### config.mk
export PLATFORM = sky130hd
export DESIGN_NAME = half_step_stepper_sequencer
export DESIGN_NICKNAME = d
export VERILOG_FILES = /design/src/rtl/hsss_pkg.sv /design/src/rtl/hsss_core.sv /design/src/rtl/half_step_stepper_sequencer.sv
export SDC_FILE = /design/constraint.sdc
export NUM_CORES = 1
export LEC_CHECK = 0
export ABC_AREA = 0
export BUFFER_PORTS_ARGS = -buffer_cell sky130_fd_sc_hd__buf_2
export CAP_MARGIN = 20
export CORE_UTILIZATION = 30
export DETAILED_ROUTE_END_ITERATION = 10
export SYNTH_ARGS = -nofsm -noshare
export SYNTH_HDL_FRONTEND = slang
export SYNTH_HIERARCHICAL = 1
export SYNTH_SLANG_ARGS = --single-unit
export TNS_END_PERCENT = 50
### constraint.sdc
create_clock -name clk -period 5 [get_ports clk]
set_input_delay 0.25 -clock clk [delete_from_list [all_inputs] [get_ports clk]]
set_output_delay 0.25 -clock clk [all_outputs]
set_load 0.01 [all_outputs]
### src/rtl/hsss_pkg.sv
package hsss_pkg;

	localparam int PHASES = 8;
	localparam int PHASE_W = $clog2(PHASES);
	localparam int STEPS_W = 16;
	localparam int PULSE_W = 16;
	localparam int NSTEP_W = 15;
	localparam int COIL_W = 4;

	typedef enum logic [1:0] {
		OP_START = 2'd0,
		OP_TICK  = 2'd1,
		OP_ENC_A = 2'd2,
		OP_ENC_B = 2'd3
	} op_t;

	typedef enum logic [1:0] {
		ST_NONE  = 2'd0,
		ST_DONE  = 2'd1,
		ST_ABORT = 2'd2
	} status_t;

	typedef struct packed {
		logic [COIL_W-1:0] coils;
		logic              busy;
		status_t           status;
	} res_t;

	// half-step coil patterns, IN4..IN1, phases 1 to 8
	localparam logic [COIL_W-1:0] COIL_PATTERN [PHASES] = '{
		4'h1, 4'h3, 4'h2, 4'h6, 4'h4, 4'hC, 4'h8, 4'h9
	};

endpackage

### src/rtl/hsss_core.sv
module hsss_core (
	input  logic                          clk,
	input  logic                          arst_n,
	input  logic                          fire,
	input  hsss_pkg::op_t                 op,
	input  logic [hsss_pkg::NSTEP_W-1:0] num_steps,
	input  logic                          direction,
	input  logic                          chan_a_level,
	output hsss_pkg::res_t                res
);
	import hsss_pkg::*;

	logic [PHASE_W-1:0]        phase_q, phase_n;
	logic signed [STEPS_W-1:0] steps_q, steps_n, steps_adv;
	logic [PULSE_W-1:0]        pulse_q, pulse_n;
	logic                      mdir_q, mdir_n;
	logic                      cdir_q, cdir_n;
	logic                      moving_q, moving_n;
	logic [COIL_W-1:0]         coil_q, coil_n;
	status_t                   status_n;
	logic                      wrap, take_step, add_back, abort;

	// phase advance for a tick of a running move
	always_comb begin
		wrap = cdir_q ? (phase_q == '0) : (phase_q == PHASE_W'(PHASES - 1));
		take_step = 1'b0;
		add_back = 1'b0;
		abort = 1'b0;
		pulse_n = pulse_q;
		phase_n = phase_q;
		if (wrap) begin
			phase_n = cdir_q ? PHASE_W'(PHASES - 1) : '0;
			if (pulse_q == '0) begin
				add_back = 1'b1;
			end else begin
				// counterclockwise wrap counts no step
				take_step = !cdir_q;
				pulse_n = '0;
				abort = (cdir_q != mdir_q);
			end
		end else begin
			take_step = phase_q[0];
			phase_n = cdir_q ? (phase_q - 1'b1) : (phase_q + 1'b1);
		end
		steps_adv = steps_q;
		if (take_step && steps_q != {1'b1, {(STEPS_W-1){1'b0}}})
			steps_adv = steps_q - 16'sd1;
		else if (add_back && steps_q != {1'b0, {(STEPS_W-1){1'b1}}})
			steps_adv = steps_q + 16'sd1;
	end

	always_comb begin
		steps_n = steps_q;
		mdir_n = mdir_q;
		cdir_n = cdir_q;
		moving_n = moving_q;
		coil_n = coil_q;
		status_n = ST_NONE;
		res.coils = coil_q;
		case (op)
			OP_START: begin
				steps_n = STEPS_W'({1'b0, num_steps});
				cdir_n = direction;
				mdir_n = direction;
				moving_n = (num_steps != '0);
				if (num_steps == '0)
					status_n = ST_DONE;
			end
			OP_TICK: begin
				if (moving_q) begin
					coil_n = COIL_PATTERN[phase_q];
					steps_n = steps_adv;
					if (abort) begin
						moving_n = 1'b0;
						status_n = ST_ABORT;
					end else if (steps_adv[STEPS_W-1] || steps_adv == '0) begin
						moving_n = 1'b0;
						status_n = ST_DONE;
					end
				end
			end
			OP_ENC_A: begin
			end
			OP_ENC_B: begin
				mdir_n = !chan_a_level;
			end
			default: begin
			end
		endcase
		res.coils = coil_n;
		res.busy = moving_n;
		res.status = status_n;
	end

	wire tick_run = (op == OP_TICK) && moving_q;

	always_ff @(posedge clk or negedge arst_n) begin
		if (!arst_n) begin
			phase_q <= '0;
			steps_q <= '0;
			pulse_q <= '0;
			mdir_q <= 1'b0;
			cdir_q <= 1'b0;
			moving_q <= 1'b0;
			coil_q <= '0;
		end else if (fire) begin
			steps_q <= steps_n;
			mdir_q <= mdir_n;
			cdir_q <= cdir_n;
			moving_q <= moving_n;
			coil_q <= coil_n;
			if (tick_run) begin
				phase_q <= phase_n;
				pulse_q <= pulse_n;
			end else if (op == OP_ENC_A && pulse_q != {PULSE_W{1'b1}}) begin
				// saturate at full scale
				pulse_q <= pulse_q + 1'b1;
			end
		end
	end

	a_zero_start_idle: assert property (@(posedge clk) disable iff (!arst_n)
		fire && op == OP_START && num_steps == '0 |=> !moving_q)
		else $error("zero-step start left the move running");

	a_idle_tick_holds: assert property (@(posedge clk) disable iff (!arst_n)
		fire && op == OP_TICK && !moving_q |=> $stable(coil_q) && $stable(phase_q))
		else $error("tick while idle changed coils or phase");

	a_abort_stops: assert property (@(posedge clk) disable iff (!arst_n)
		fire && res.status == ST_ABORT |=> !moving_q)
		else $error("abort did not stop the move");

	a_pulse_count: assert property (@(posedge clk) disable iff (!arst_n)
		fire && op == OP_ENC_A && pulse_q != {PULSE_W{1'b1}}
		|=> pulse_q == $past(pulse_q) + 1'b1)
		else $error("encoder pulse not counted");

endmodule

### src/rtl/half_step_stepper_sequencer.sv
// An accepted input item passes through the input register, then the result register, before
// its result appears on the master side.
// Throughput: one item per cycle; the input register advances whenever the result
// register is empty or being taken.
// Reset: arst_n clears all move state, phase to phase 1, coils off, both stages empty.
module half_step_stepper_sequencer (
	input  logic        clk,
	input  logic        arst_n,
	input  logic        s_tvalid,
	output logic        s_tready,
	input  logic [23:0] s_tdata,  // num_steps[14:0], direction[15], chan_a_level[16]
	input  logic [1:0]  s_tuser,  // op[1:0]
	output logic        m_tvalid,
	input  logic        m_tready,
	output logic [7:0]  m_tdata   // coils[3:0], busy_res[4], status[6:5]
);
	import hsss_pkg::*;

	logic               valid_s1;
	op_t                op_s1;
	logic [NSTEP_W-1:0] num_steps_s1;
	logic               direction_s1;
	logic               chan_a_s1;
	logic               valid_s2;
	res_t               res_s2;
	res_t               res;
	logic               adv;

	assign adv = valid_s1 && (!valid_s2 || m_tready);
	assign s_tready = !valid_s1 || adv;

	hsss_core u_core (
		.clk          (clk),
		.arst_n       (arst_n),
		.fire         (adv),
		.op           (op_s1),
		.num_steps    (num_steps_s1),
		.direction    (direction_s1),
		.chan_a_level (chan_a_s1),
		.res          (res)
	);

	always_ff @(posedge clk or negedge arst_n) begin
		if (!arst_n) begin
			valid_s1 <= 1'b0;
			valid_s2 <= 1'b0;
		end else begin
			if (s_tvalid && s_tready)
				valid_s1 <= 1'b1;
			else if (adv)
				valid_s1 <= 1'b0;
			if (adv)
				valid_s2 <= 1'b1;
			else if (m_tready)
				valid_s2 <= 1'b0;
		end
	end

	always_ff @(posedge clk) begin
		if (s_tvalid && s_tready) begin
			op_s1 <= op_t'(s_tuser);
			num_steps_s1 <= s_tdata[14:0];
			direction_s1 <= s_tdata[15];
			chan_a_s1 <= s_tdata[16];
		end
		if (adv)
			res_s2 <= res;
	end

	assign m_tvalid = valid_s2;
	assign m_tdata = {1'b0, res_s2.status, res_s2.busy, res_s2.coils};

endmodule
### Word level (Yosys, flattened, before mapping)

Memories as Yosys holds them, arrays and structs flattened.
Cells that the tools add are included.

| operators by class | value |
|---|---|
| add/subtract/negate cells | 5 |
| $mul | 0 |
| divide/modulo/power cells | 0 |
| magnitude comparators | 1 |
| eq/ne operators | 11 |
| shifts and indexed selects | 0 |
| mux-type cells | 36 |
| bitwise gates (word level) | 1 |
| reductions and logical operators | 29 |

Operators with widths:

| operator | number |
|---|---|
| two-way mux 16 bit | 7 |
| zero test 16 bit | 2 |
| inequality test 16 bit (second input constant) | 2 |
| one-hot mux 16 bit (2 select lines) | 1 |
| adder 16 x 1 -> 16 bit (second input constant) | 1 |
| adder 16 x 2 -> 16 bit (second input constant) | 1 |
| two-way mux 1 bit | 16 |
| two-way mux 4 bit | 4 |
| inequality test 16 x 15 -> 1 bit (second input constant) | 1 |
| subtractor 16 x 2 -> 16 bit (second input constant) | 1 |
| zero test 15 bit | 1 |
| nonzero test 15 bit | 1 |
| nonzero test 2 bit | 5 |
| two-way mux 3 bit | 3 |
| logical AND 1 bit | 6 |
| AND reduction 2 bit | 3 |
| equality test 2 bit (second input constant) | 2 |
| >= comparator 4 bit (second input constant) | 1 |
| zero test 1 bit | 4 |
| two-way mux 2 bit | 2 |
| inequality test 2 x 1 -> 1 bit (second input constant) | 2 |
| NOT 3 -> 4 bit | 1 |
| one-hot mux 1 bit (2 select lines) | 2 |
| one-hot mux 2 bit (2 select lines) | 1 |
| other kinds (11) | 13 |

| word-level totals | value |
|---|---|
| flip-flop bits (word level) | 70 |
| bits in latches | 0 |
| bits in writable memories | 0 |
| bits in read-only memories | 32 |
| input port bits | 30 |
| output and inout port bits | 10 |
| logic and storage cells | 100 |
| memories kept | 1 |

Memories:

| memory | depth | width | read ports | clocked after memory_dff | wr ports | RTL line | source |
|---|---|---|---|---|---|---|---|
| (no name shown) | 8 | 4 | 1 | 0 | 0 | hsss_core.sv:71 | `coil_n = COIL_PATTERN[phase_q];` |

### Depth between registers and ports, before layout

Gate-level depths: netlist (run 1).

| depth | value |
|---|---|
| depth in word-level cells | 12 |
| mapped depth | 12 |

### Modules after synthesis

Netlist (run 1), hierarchy kept.

Modules (own cells, without submodules):

| module | times used | cells each | area each (um^2) |
|---|---|---|---|
| hsss_core | 1 | 436 | 3482.1 |
| half_step_stepper_sequencer | 1 | 36 | 895.9 |

### Least setup slack after synthesis (run 1)

Ideal clock, no wire load.

| timing path | value |
|---|---|
| kind | reg-to-reg |
| from | reg u_core.steps_q[0] |
| to | reg res_s2, in the netlist m_tdata[4], data pin |
| library setup time | 251 ps |
| arrival | 2468 ps |
| setup slack | 2281 ps |
| cell stages (with the launch flop) | 13 |
| buffers on the path | 2 |
| clock period less this slack | 2719 ps |
| cells stage by stage | dfrtp_1 -> clkbuf_1 -> inv_1 -> ha_1 -> nor3b_2 -> nand4b_1 -> a2111oi_2 -> o21a_1 -> o22ai_1 -> nor4_1 -> and4b_1 -> o22ai_1 -> buf_4 |

| on the way | value |
|---|---|
| longest elaborated chain between the ends | 10 |
| elaborated cells between the ends (all ways) | 14 |
| classes of those cells | add/sub: 2; eq/ne: 2; mux: 6; reduce/logical: 4 |

RTL lines:

| item | RTL line | source |
|---|---|---|
| start: declaration | hsss_core.sv:14 | `logic signed [STEPS_W-1:0] steps_q, steps_n, steps_adv;` |
| start signal: assignment | hsss_core.sv:107 | `steps_q <= steps_n;` |
| parallel branches: the longest is 3 deep, another holds adder 16 x 2 -> 16 bit | -- |  |
| two-way mux 16 bit * | hsss_core.sv:46 | `if (take_step && steps_q != {1'b1, {(STEPS_W-1){1'b0}}})` |
| zero test 16 bit | hsss_core.sv:76 | `end else if (steps_adv[STEPS_W-1] \|\| steps_adv == '0) begin` |
| logical OR 1 bit * | hsss_core.sv:76 |  |
| two-way mux 1 bit * | hsss_core.sv:76 |  |
| two-way mux 1 bit * | hsss_core.sv:73 | `if (abort) begin` |
| two-way mux 1 bit * | hsss_core.sv:70 | `if (moving_q) begin` |
| one-hot mux 1 bit (2 select lines) * | hsss_core.sv:60 | `case (op)` |
| via u_core.moving_n | hsss_core.sv:18 | `logic moving_q, moving_n;` |
| end signal: assignment | half_step_stepper_sequencer.sv:67 | `res_s2 <= res;` |
| end: declaration | half_step_stepper_sequencer.sv:25 | `res_t res_s2;` |

Mark *: on every way through the listed nets, which the timed path passes.
A chain may end at the register's enable or synchronous reset.

### Worst setup path after layout (run 1)

| timing path | value |
|---|---|
| from | reg op_s1[1] |
| to | reg u_core.pulse_q[13] |

| on the way | value |
|---|---|
| longest elaborated chain between the ends | 4 |
| elaborated cells between the ends (all ways) | 9 |
| classes of those cells | eq/ne: 4; mux: 1; reduce/logical: 4 |

RTL lines:

| item | RTL line | source |
|---|---|---|
| start: declaration | half_step_stepper_sequencer.sv:20 | `op_t op_s1;` |
| start signal: assignment | half_step_stepper_sequencer.sv:61 | `op_s1 <= op_t'(s_tuser);` |
| equality test 2 x 1 -> 1 bit / equality test 2 bit (equally long branches) | hsss_core.sv:95, hsss_core.sv:115 |  |
| logical AND 1 bit (on tied branches) | hsss_core.sv:95, hsss_core.sv:115 |  |
| inequality test 2 x 1 -> 1 bit (no source line), or another cell as far along | -- |  |
| AND reduction 4 bit (no source line) | -- |  |
| end signal: assignment | hsss_core.sv:114 | `pulse_q <= pulse_n;` |
| end signal: assignment | hsss_core.sv:117 | `pulse_q <= pulse_q + 1'b1;` |
| end: declaration | hsss_core.sv:15 | `logic [PULSE_W-1:0] pulse_q, pulse_n;` |

Several ways; a longest one is shown, not always the timed one.

==> results of run 1 <==
-- worst max path at each step --
| stage | endpoint | slack (ns) |
|---|---|---|
| final | u_core/pulse_q[13] | 1.67 |
| after global routing | u_core/pulse_q[13] | 1.47 |
| after CTS | u_core/pulse_q[13] | 1.74 |
| after detailed placement | u_core/pulse_q[13] | 1.78 |
| after global placement | m_tdata[4] | 1.80 |
| after floorplan | m_tdata[4] | 2.28 |
-- per-layer routing --
| layer | part of all wire [%] | wire, um | up-vias |
|---|---|---|---|
| met2 | 46 | 4630 | 110 |
| met3 | 5.1 | 517 | 18 |
| met4 | 2.1 | 215 | 0 |
| met5 | 0 | 0 | - |
| met1 | 47 | 4810 | 1718 |
| li1 | - | - | 1777 |
-- logic make-up (layout without fill, tap and decap cells) --
group           Yosys count  in the layout  synth area share [%]
mux                       7              7                  1.66
simple gates            197            197                  25.6
buf+inv                  47             68                  4.97
fa+ha+maj                 9              9                  2.74
compound gates          125            125                  18.7
xor+xnor                 16             16                  3.20
other cells               1              1                0.0857
flops                    70             70                  43.0
-- cell usage after synthesis, types with 4 or more instances --
library cell               count  share of area (%)
sky130_fd_sc_hd__nand2_1      46                3.9
sky130_fd_sc_hd__dfrtp_1      44                 25
sky130_fd_sc_hd__nor2_1       41                3.5
sky130_fd_sc_hd__o21ai_0      32                3.7
sky130_fd_sc_hd__edfxtp_1     26                 18
sky130_fd_sc_hd__a21oi_1      25                2.9
sky130_fd_sc_hd__nand3_1      22                2.5
sky130_fd_sc_hd__inv_1        17                1.5
sky130_fd_sc_hd__clkbuf_1     16                1.4
sky130_fd_sc_hd__a31oi_1      11                1.6
sky130_fd_sc_hd__nor3_1       11                1.3
sky130_fd_sc_hd__o22ai_1      11                1.6
sky130_fd_sc_hd__nand4_1       9                1.3
sky130_fd_sc_hd__o31ai_1       9                1.5
sky130_fd_sc_hd__and3_1        8                1.1
sky130_fd_sc_hd__ha_1          8                2.3
sky130_fd_sc_hd__nor4_1        8                1.1
sky130_fd_sc_hd__xnor2_1       8                1.6
sky130_fd_sc_hd__xor2_1        8                1.6
sky130_fd_sc_hd__nand2b_1      7                1.0
sky130_fd_sc_hd__and2_1        6               0.86
sky130_fd_sc_hd__and4_1        5                1.0
sky130_fd_sc_hd__buf_2         5               0.57
sky130_fd_sc_hd__buf_4         5               0.86
sky130_fd_sc_hd__mux2i_1       5                1.1
sky130_fd_sc_hd__o21a_1        5               0.86
sky130_fd_sc_hd__nor2b_1       4               0.57
sky130_fd_sc_hd__o21ai_1       4               0.46
-- layout make-up --
cell class,instances,area share (%)
sequential,70,38.0
tap,180,4.55
clock inverter,2,0.278
timing repair buffer,35,4.05
multi-input combinational,355,46.0
inverter,17,1.29
clock buffer,14,5.76
-- power breakdown --
part | leakage [nW] | switching [W] | internal (W)
Sequential | 0.790 | 0.000188 | 0.000709
Combinational | 0.925 | 0.000304 | 0.000227
Clock | 0.148 | 0.000234 | 0.000393
Total | 1.86 | 0.000727 | 0.00133
-- flip-flops by register name, summed over array words and instances, names as in the netlist, 2 cells and up --
register / count
m_tdata: 7
num_steps_s1: 15
op_s1: 2
u_core/coil_q: 4
u_core/phase_q: 3
u_core/pulse_q: 16
u_core/steps_q: 16
-- per-stage QoR --
stage / std cells / power [W] / setup WS (ns)
global route: 673 / 0.00218 / 1.47
finish: 673 / 0.00206 / 1.67
global placement: 655 / 0.00140 / 1.80
CTS: 671 / 0.00206 / 1.74
detailed placement: 655 / 0.00142 / 1.78
floorplan: 472 / 0.00130 / 2.28
-- what timing repair did --
item	in CTS	in global routing
endpoints found under the hold margin	0	19
endpoints found under the setup margin	0	0
hold buffers	0	1
==> flow_metrics.env, run 1 <==
export IMPL_vdd_ir_drop_max_v=0.000211
export IMPL_area_growth_syn_to_layout_pct=13.0
export IMPL_utilization_pct=35.2
export IMPL_grt_first_pass_wirelength_um=17000
export IMPL_cts_resized_gates=0
export IMPL_critical_path_required_ns=5.21
export IMPL_drive_above_1_share_pct=14.8
export IMPL_post_route_period_util_pct=66.6
export IMPL_drtAntennaViolNets=0
export IMPL_cp_top_family="simple AND/OR/NAND/NOR gates"
export IMPL_initial_core_util_pct=31.2
export IMPL_global_route_overflow_total=0
export IMPL_critPathKind="flip-flop to flip-flop"
export IMPL_numPortBuffers=31
export IMPL_die_w_um=123
export IMPL_fp_dieArea_um2=15100
export IMPL_tritoncts_num_buffers=9
export IMPL_grt_pass1_vias=3418
export IMPL_rsz0062_at_grt="false"
export IMPL_min_from="s_tdata[15]"
export IMPL_register_area_um2=1880
export IMPL_globalRouteMet2Util_pct=23.0
export IMPL_timing_critical_path_buf_inv=2
export IMPL_timing_rr_end="u_core/pulse_q[13]"
export IMPL_synth_warnings=6
export IMPL_synth_edff_count=26
export IMPL_setup_tns_final_ns=0
export IMPL_timing_hold_worst_class="input pin to flip-flop"
export IMPL_top_usage_layer="met2"
export IMPL_timing_hold_worst_path_depth=1
export IMPL_worstSetupEndpointType="flip-flop"
export IMPL_cp_num_cells=10
export IMPL_initial_antenna_violation_count=0
export IMPL_stdcell_area_um2=4950
export IMPL_hold_slack_ns=0.0863
export IMPL_cts_max_level=3
export IMPL_r2r_slack_ns=1.67
export IMPL_layout_filler_cells=1420
export IMPL_grt_util_met3_pct=3.58
export IMPL_leading_cell_type_in_the_layout_fill_and_taps_excluded="sky130_fd_sc_hd__nand2_1"
export IMPL_netlist_area_um2=4380
export IMPL_pwr_density_cell_nw_per_um2=415
export IMPL_synth_nets=511
export IMPL_cp_slowest_cell="sky130_fd_sc_hd__o21ai_1"
export IMPL_cts_root_buf="sky130_fd_sc_hd__clkbuf_16"
export IMPL_max_slew_margin_pct=28.9
export IMPL_antenna_diode_count=0
export IMPL_post_cts_setup_buffer_count=0
export IMPL_critPathLaunchType="flip-flop"
export IMPL_grt_met1_usage_pct=19.1
export IMPL_boundaryPins=40
export IMPL_core_area_um2=14000
export IMPL_drv_max_cap_violation_count=0
export IMPL_clk_insertion_delay_late_ns=0.33
export IMPL_finalWeightedCongestion=0.846
export IMPL_multiInputGateArea_um2=2280
export IMPL_p_leak_nw=1.86
export IMPL_cts_tree="built"
export IMPL_detailedRoute_firstIterationViolations=265
export IMPL_timing_final_hold_violations=0
export IMPL_ys_async_rst_share_pct=62.9
export IMPL_number_of_vias_after_detailed_routing=3623
export IMPL_maximum_number_of_pins_on_one_net_before_global_route_repair=45
export IMPL_worstRegToRegCells=10
export IMPL_maxSlewViolCount=0
export IMPL_clkSlewWorstSetupHoldPaths_ns=0.06
export IMPL_wl_per_cell_um=15.1
export IMPL_fp_dieH_um=123
export IMPL_yosysSeqAreaShare_pct=43.0
export IMPL_drc=0
export IMPL_critical_path_reg2reg_startpoint="op_s1[1]"
export IMPL_rows=43
export IMPL_yosys_most_used_dff="sky130_fd_sc_hd__dfrtp_1"
export IMPL_finalNetCount=527
export IMPL_worstMarginPinSlew_ns=1.06
export IMPL_worstPathArrival_ns=3.53
export IMPL_report_final_setup_viol=0
export IMPL_gr_usage_all_layers_pct=14.7
export IMPL_first_pass_iters=5
export IMPL_final_min_clock_period_ns=3.33
export IMPL_drt_wl_total_um=10200
export IMPL_post_synth_num_cell_types=72
export IMPL_status="finished clean"
export IMPL_critical_path_peak_fanout=37
export IMPL_ordered_list_of_cells_on_the_worst_path="inv_1 > ha_1 > buf_4 > and2_1 > a311oi_1 > o21ai_1 > nor3_1 > nand4_1 > xor2_1 > nor2_1"
export IMPL_synthesis_area_per_instance_um2=9.28
export IMPL_layout_common_cells="sky130_fd_sc_hd__nand2_1, sky130_fd_sc_hd__dfrtp_1, sky130_fd_sc_hd__nor2_1, sky130_fd_sc_hd__o21ai_0, sky130_fd_sc_hd__buf_2"
export IMPL_whs_endpoint="direction_s1"
export IMPL_place_hpwl_um=7280
export IMPL_yosys_register_bits=70
export IMPL_worst_path_largest_cell_delay_ns=0.85
export IMPL_synth_cells=472
export IMPL_critPathLaunch="op_s1[1]"
export IMPL_drt_vias_per_instance=5.38
export IMPL_achievable_frequency_ghz=0.300
export IMPL_timing_clock_skew_ns=0.00602
export IMPL_place_area_um2=4620
export IMPL_numClockSinks=70
export IMPL_max_clock_path_buffers=2
No activity file was read; power rests on OpenSTA's default activity.
==> run 2, diff against run 1 <==
- ABC_AREA: 0 -> 1
- clock period: 5 -> 3.2 ns (I/O delays scaled with it)
==> run 2 against run 1 <==
  * Fmax is 28% higher
  * Clock power grew 59%
  * Highest routed layer unchanged
  * Non-clock buffer count up 25
  * Worst hold slack got worse by 0.056 ns
==> flow_metrics.env, run 2 <==
export IMPL_timing_clock_skew_ns=0.00943
export IMPL_worstRegToRegCells=15
export IMPL_cp_slowest_cell="sky130_fd_sc_hd__dfrtp_1"
export IMPL_gr_usage_all_layers_pct=15.0
export IMPL_drc=0
export IMPL_pwr_density_cell_nw_per_um2=743
export IMPL_report_final_setup_viol=0
export IMPL_cts_tree="built"
export IMPL_max_slew_margin_pct=56.5
export IMPL_synthesis_area_per_instance_um2=7.41
export IMPL_boundaryPins=40
export IMPL_yosysSeqAreaShare_pct=38.7
export IMPL_vdd_ir_drop_max_v=0.000466
export IMPL_critical_path_required_ns=3.29
export IMPL_ordered_list_of_cells_on_the_worst_path="inv_1 > ha_1 > inv_1 > nor2_4 > nand3_2 > nand3_4 > inv_2 > o21ai_0 > nand2_2 > nor2_2 > nand2_1 > nor2_1 > nand2_2 > nand3_2 > nand2_2"
export IMPL_critPathLaunchType="flip-flop"
export IMPL_drive_above_1_share_pct=16.4
export IMPL_power_switching_w=0.00184
export IMPL_total_of_hold_buffers_inserted_after_clock_tree_synthesis=19
export IMPL_netlist_area_um2=4860
export IMPL_achievable_frequency_ghz=0.384
export IMPL_timing_critical_path_buf_inv=3
export IMPL_grt_first_pass_wirelength_um=19600
export IMPL_rsz0062_at_grt="false"
export IMPL_global_route_overflow_total=0
export IMPL_yosys_area_top_type="sky130_fd_sc_hd__dfrtp_1"
export IMPL_tritoncts_num_buffers=9
export IMPL_fp_dieArea_um2=16700
export IMPL_grt_pass1_vias=4033
export IMPL_clkSlewWorstSetupHoldPaths_ns=0.06
export IMPL_post_route_period_util_pct=81.5
export IMPL_first_pass_iters=5
export IMPL_cts_max_level=3
export IMPL_cts_root_buf="sky130_fd_sc_hd__clkbuf_16"
export IMPL_power_switching_fraction_pct=43.5
export IMPL_finalWeightedCongestion=0.847
export IMPL_final_total_pwr_w=0.00424
export IMPL_number_of_vias_after_detailed_routing=4221
export IMPL_initial_core_util_pct=30.7
export IMPL_rows=46
export IMPL_synth_cells=656
export IMPL_detailedRoute_firstIterationViolations=314
export IMPL_die_w_um=129
export IMPL_maxSlewViolCount=0
export IMPL_utilization_pct=36.0
export IMPL_cts_resized_gates=0
export IMPL_timing_hold_worst_class="input pin to flip-flop"
export IMPL_leading_cell_type_in_the_layout_fill_and_taps_excluded="sky130_fd_sc_hd__nand2_1"
export IMPL_p_leak_nw=2.56
export IMPL_drt_wl_total_um=11700
export IMPL_worst_path_largest_cell_delay_ns=0.44
export IMPL_fp_dieH_um=129
export IMPL_share_of_yosys_cell_area_claimed_by_the_top_area_cell_type_pct=22.7
export IMPL_wl_per_cell_um=12.7
export IMPL_internal_power_w=0.00240
export IMPL_yosys_register_bits=70
export IMPL_yosys_cell_count_top_type="sky130_fd_sc_hd__nand2_1"
export IMPL_status="finished clean"
export IMPL_numPortBuffers=31
export IMPL_post_layout_nonfiller_instances=922
export IMPL_area_growth_syn_to_layout_pct=17.2
export IMPL_drv_max_cap_violation_count=0
export IMPL_synth_edff_count=26
export IMPL_critical_path_most_common_cell="sky130_fd_sc_hd__nand2_2"
export IMPL_maximum_number_of_pins_on_one_net_before_global_route_repair=45
export IMPL_worstPathArrival_ns=2.70
export IMPL_layout_common_cells="sky130_fd_sc_hd__nand2_1, sky130_fd_sc_hd__nor2_1, sky130_fd_sc_hd__inv_1, sky130_fd_sc_hd__dfrtp_1, sky130_fd_sc_hd__o21ai_0"
export IMPL_timing_final_hold_violations=0
export IMPL_clk_insertion_delay_late_ns=0.34
export IMPL_post_synth_num_cell_types=41
export IMPL_timing_hold_worst_path_depth=3
export IMPL_ys_async_rst_share_pct=62.9
export IMPL_critPathKind="flip-flop to flip-flop"
export IMPL_dp_cells=885
export IMPL_post_cts_setup_buffer_count=0
export IMPL_drt_vias_per_instance=4.58
export IMPL_reg_largest_list="u_core/pulse_q x16, u_core/steps_q x16, num_steps_s1 x15"
export IMPL_cp_num_cells=15
export IMPL_hold_slack_ns=0.0298
export IMPL_numClockSinks=70
export IMPL_initial_antenna_violation_count=0
export IMPL_antenna_diode_count=0
export IMPL_core_area_um2=15800
export IMPL_power_combinational_fraction_pct=39.9
export IMPL_cp_top_family="simple AND/OR/NAND/NOR gates"
export IMPL_synth_cells_most_frequent="sky130_fd_sc_hd__nand2_1, sky130_fd_sc_hd__nor2_1, sky130_fd_sc_hd__inv_1, sky130_fd_sc_hd__dfrtp_1, sky130_fd_sc_hd__o21ai_0"
export IMPL_place_hpwl_um=8450
export IMPL_seq_power_share_pct=36.4
export IMPL_drtAntennaViolNets=0
export IMPL_setup_tns_final_ns=0
export IMPL_max_clock_path_buffers=2
export IMPL_pwr_share_clk_pct=23.7
export IMPL_worstMarginPinSlew_ns=0.651
export IMPL_critical_path_peak_fanout=18
export IMPL_final_min_clock_period_ns=2.61
export IMPL_yosys_most_used_dff="sky130_fd_sc_hd__dfrtp_1"
export IMPL_finalNetCount=740
export IMPL_synth_warnings=6
export IMPL_synth_top_cells_by_area="sky130_fd_sc_hd__dfrtp_1, sky130_fd_sc_hd__edfxtp_1, sky130_fd_sc_hd__nand2_1"
export IMPL_synth_nets=695
export IMPL_worstSetupEndpointType="flip-flop"
==> run 2: changes by cell type after synthesis, moves of 15 or more <==
cell,previous run,this run
sky130_fd_sc_hd__a21oi_1,25,8
sky130_fd_sc_hd__inv_1,17,55
sky130_fd_sc_hd__nand2_1,46,183
sky130_fd_sc_hd__nand2_2,0,18
sky130_fd_sc_hd__nor2_1,41,81
sky130_fd_sc_hd__nor2_2,1,16
sky130_fd_sc_hd__xor2_1,8,26
==> run 2: worst reg2reg max path, stage by stage, from the launching register on <==
cell	delay (ns)
sky130_fd_sc_hd__dfrtp_1	0.44
sky130_fd_sc_hd__inv_1	0.14
sky130_fd_sc_hd__ha_1	0.23
sky130_fd_sc_hd__inv_1	0.11
sky130_fd_sc_hd__nor2_4	0.16
sky130_fd_sc_hd__nand3_2	0.10
sky130_fd_sc_hd__nand3_4	0.21
sky130_fd_sc_hd__inv_2	0.17
sky130_fd_sc_hd__o21ai_0	0.14
sky130_fd_sc_hd__nand2_2	0.10
sky130_fd_sc_hd__nor2_2	0.08
sky130_fd_sc_hd__nand2_1	0.06
sky130_fd_sc_hd__nor2_1	0.20
sky130_fd_sc_hd__nand2_2	0.09
sky130_fd_sc_hd__nand3_2	0.07
sky130_fd_sc_hd__nand2_2	0.05
==> run 2: kinds of logic (layout without fill, tap and decap cells) <==
| family | after synthesis | count (layout) | synth area share, % |
|---|---|---|---|
| adder cells (fa/ha/maj) | 9 | 9 | 2.47 |
| flip-flops | 70 | 70 | 38.7 |
| buffers and inverters | 92 | 142 | 8.73 |
| other | 1 | 1 | 0.0771 |
| AO/OA/AOI/OAI | 77 | 77 | 9.09 |
| XOR/XNOR | 27 | 27 | 4.86 |
| AND/OR/NAND/NOR | 380 | 380 | 36.1 |
==> run 2: layer usage <==
metal	up-vias	part of all wire [%]	track usage (%)	routed length, um
li1	2220	-	-	-
met3	13	4.0	2.68	464
met5	-	0	0	0
met2	93	46	23.7	5380
met1	1895	49	20.6	5670
met4	0	1.3	5.33	148
==> run 2: layout make-up <==
cell class | count | area, um^2
Sequential cell | 70 | 1880
Multi-Input combinational cell | 494 | 2550
Clock inverter | 7 | 72.6
Clock buffer | 9 | 225
Fill cell | 1642 | 10100
Tap cell | 216 | 270
Timing Repair Buffer | 60 | 443
Inverter | 66 | 250
==> run 2: metrics by stage <==
stage	instance area [um^2]	setup slack [ns]
detailed placement	5170	0.627
CTS	5660	0.603
global placement	5170	0.610
global route	5700	0.291
finish	5700	0.592
floorplan	4860	0.690
==> run 2: worst paths after layout <==
check | from | to | slack (ns)
setup reg to reg | u_core/steps_q[0] | m_tdata[4] | 0.59
setup / recovery | u_core/steps_q[0] | m_tdata[4] | 0.59
hold / removal | s_tvalid | valid_s1 | 0.03
max in group asynchronous | arst_n | u_core/pulse_q[2] | 2.29
min in group asynchronous | arst_n | u_core/coil_q[3] | 0.37
hold reg to reg | u_core/coil_q[0] | u_core/coil_q[0] | 0.48
==> run 2: power groups by stage <==
stage                     Sequential, W  Clock, W  Combinational [W]
after CTS                       0.00154   0.00102            0.00168
after floorplan                 0.00136         0            0.00150
after detailed placement        0.00155         0            0.00165
after global routing            0.00159   0.00106            0.00194
final                           0.00154   0.00100            0.00169
after global placement          0.00155         0            0.00164
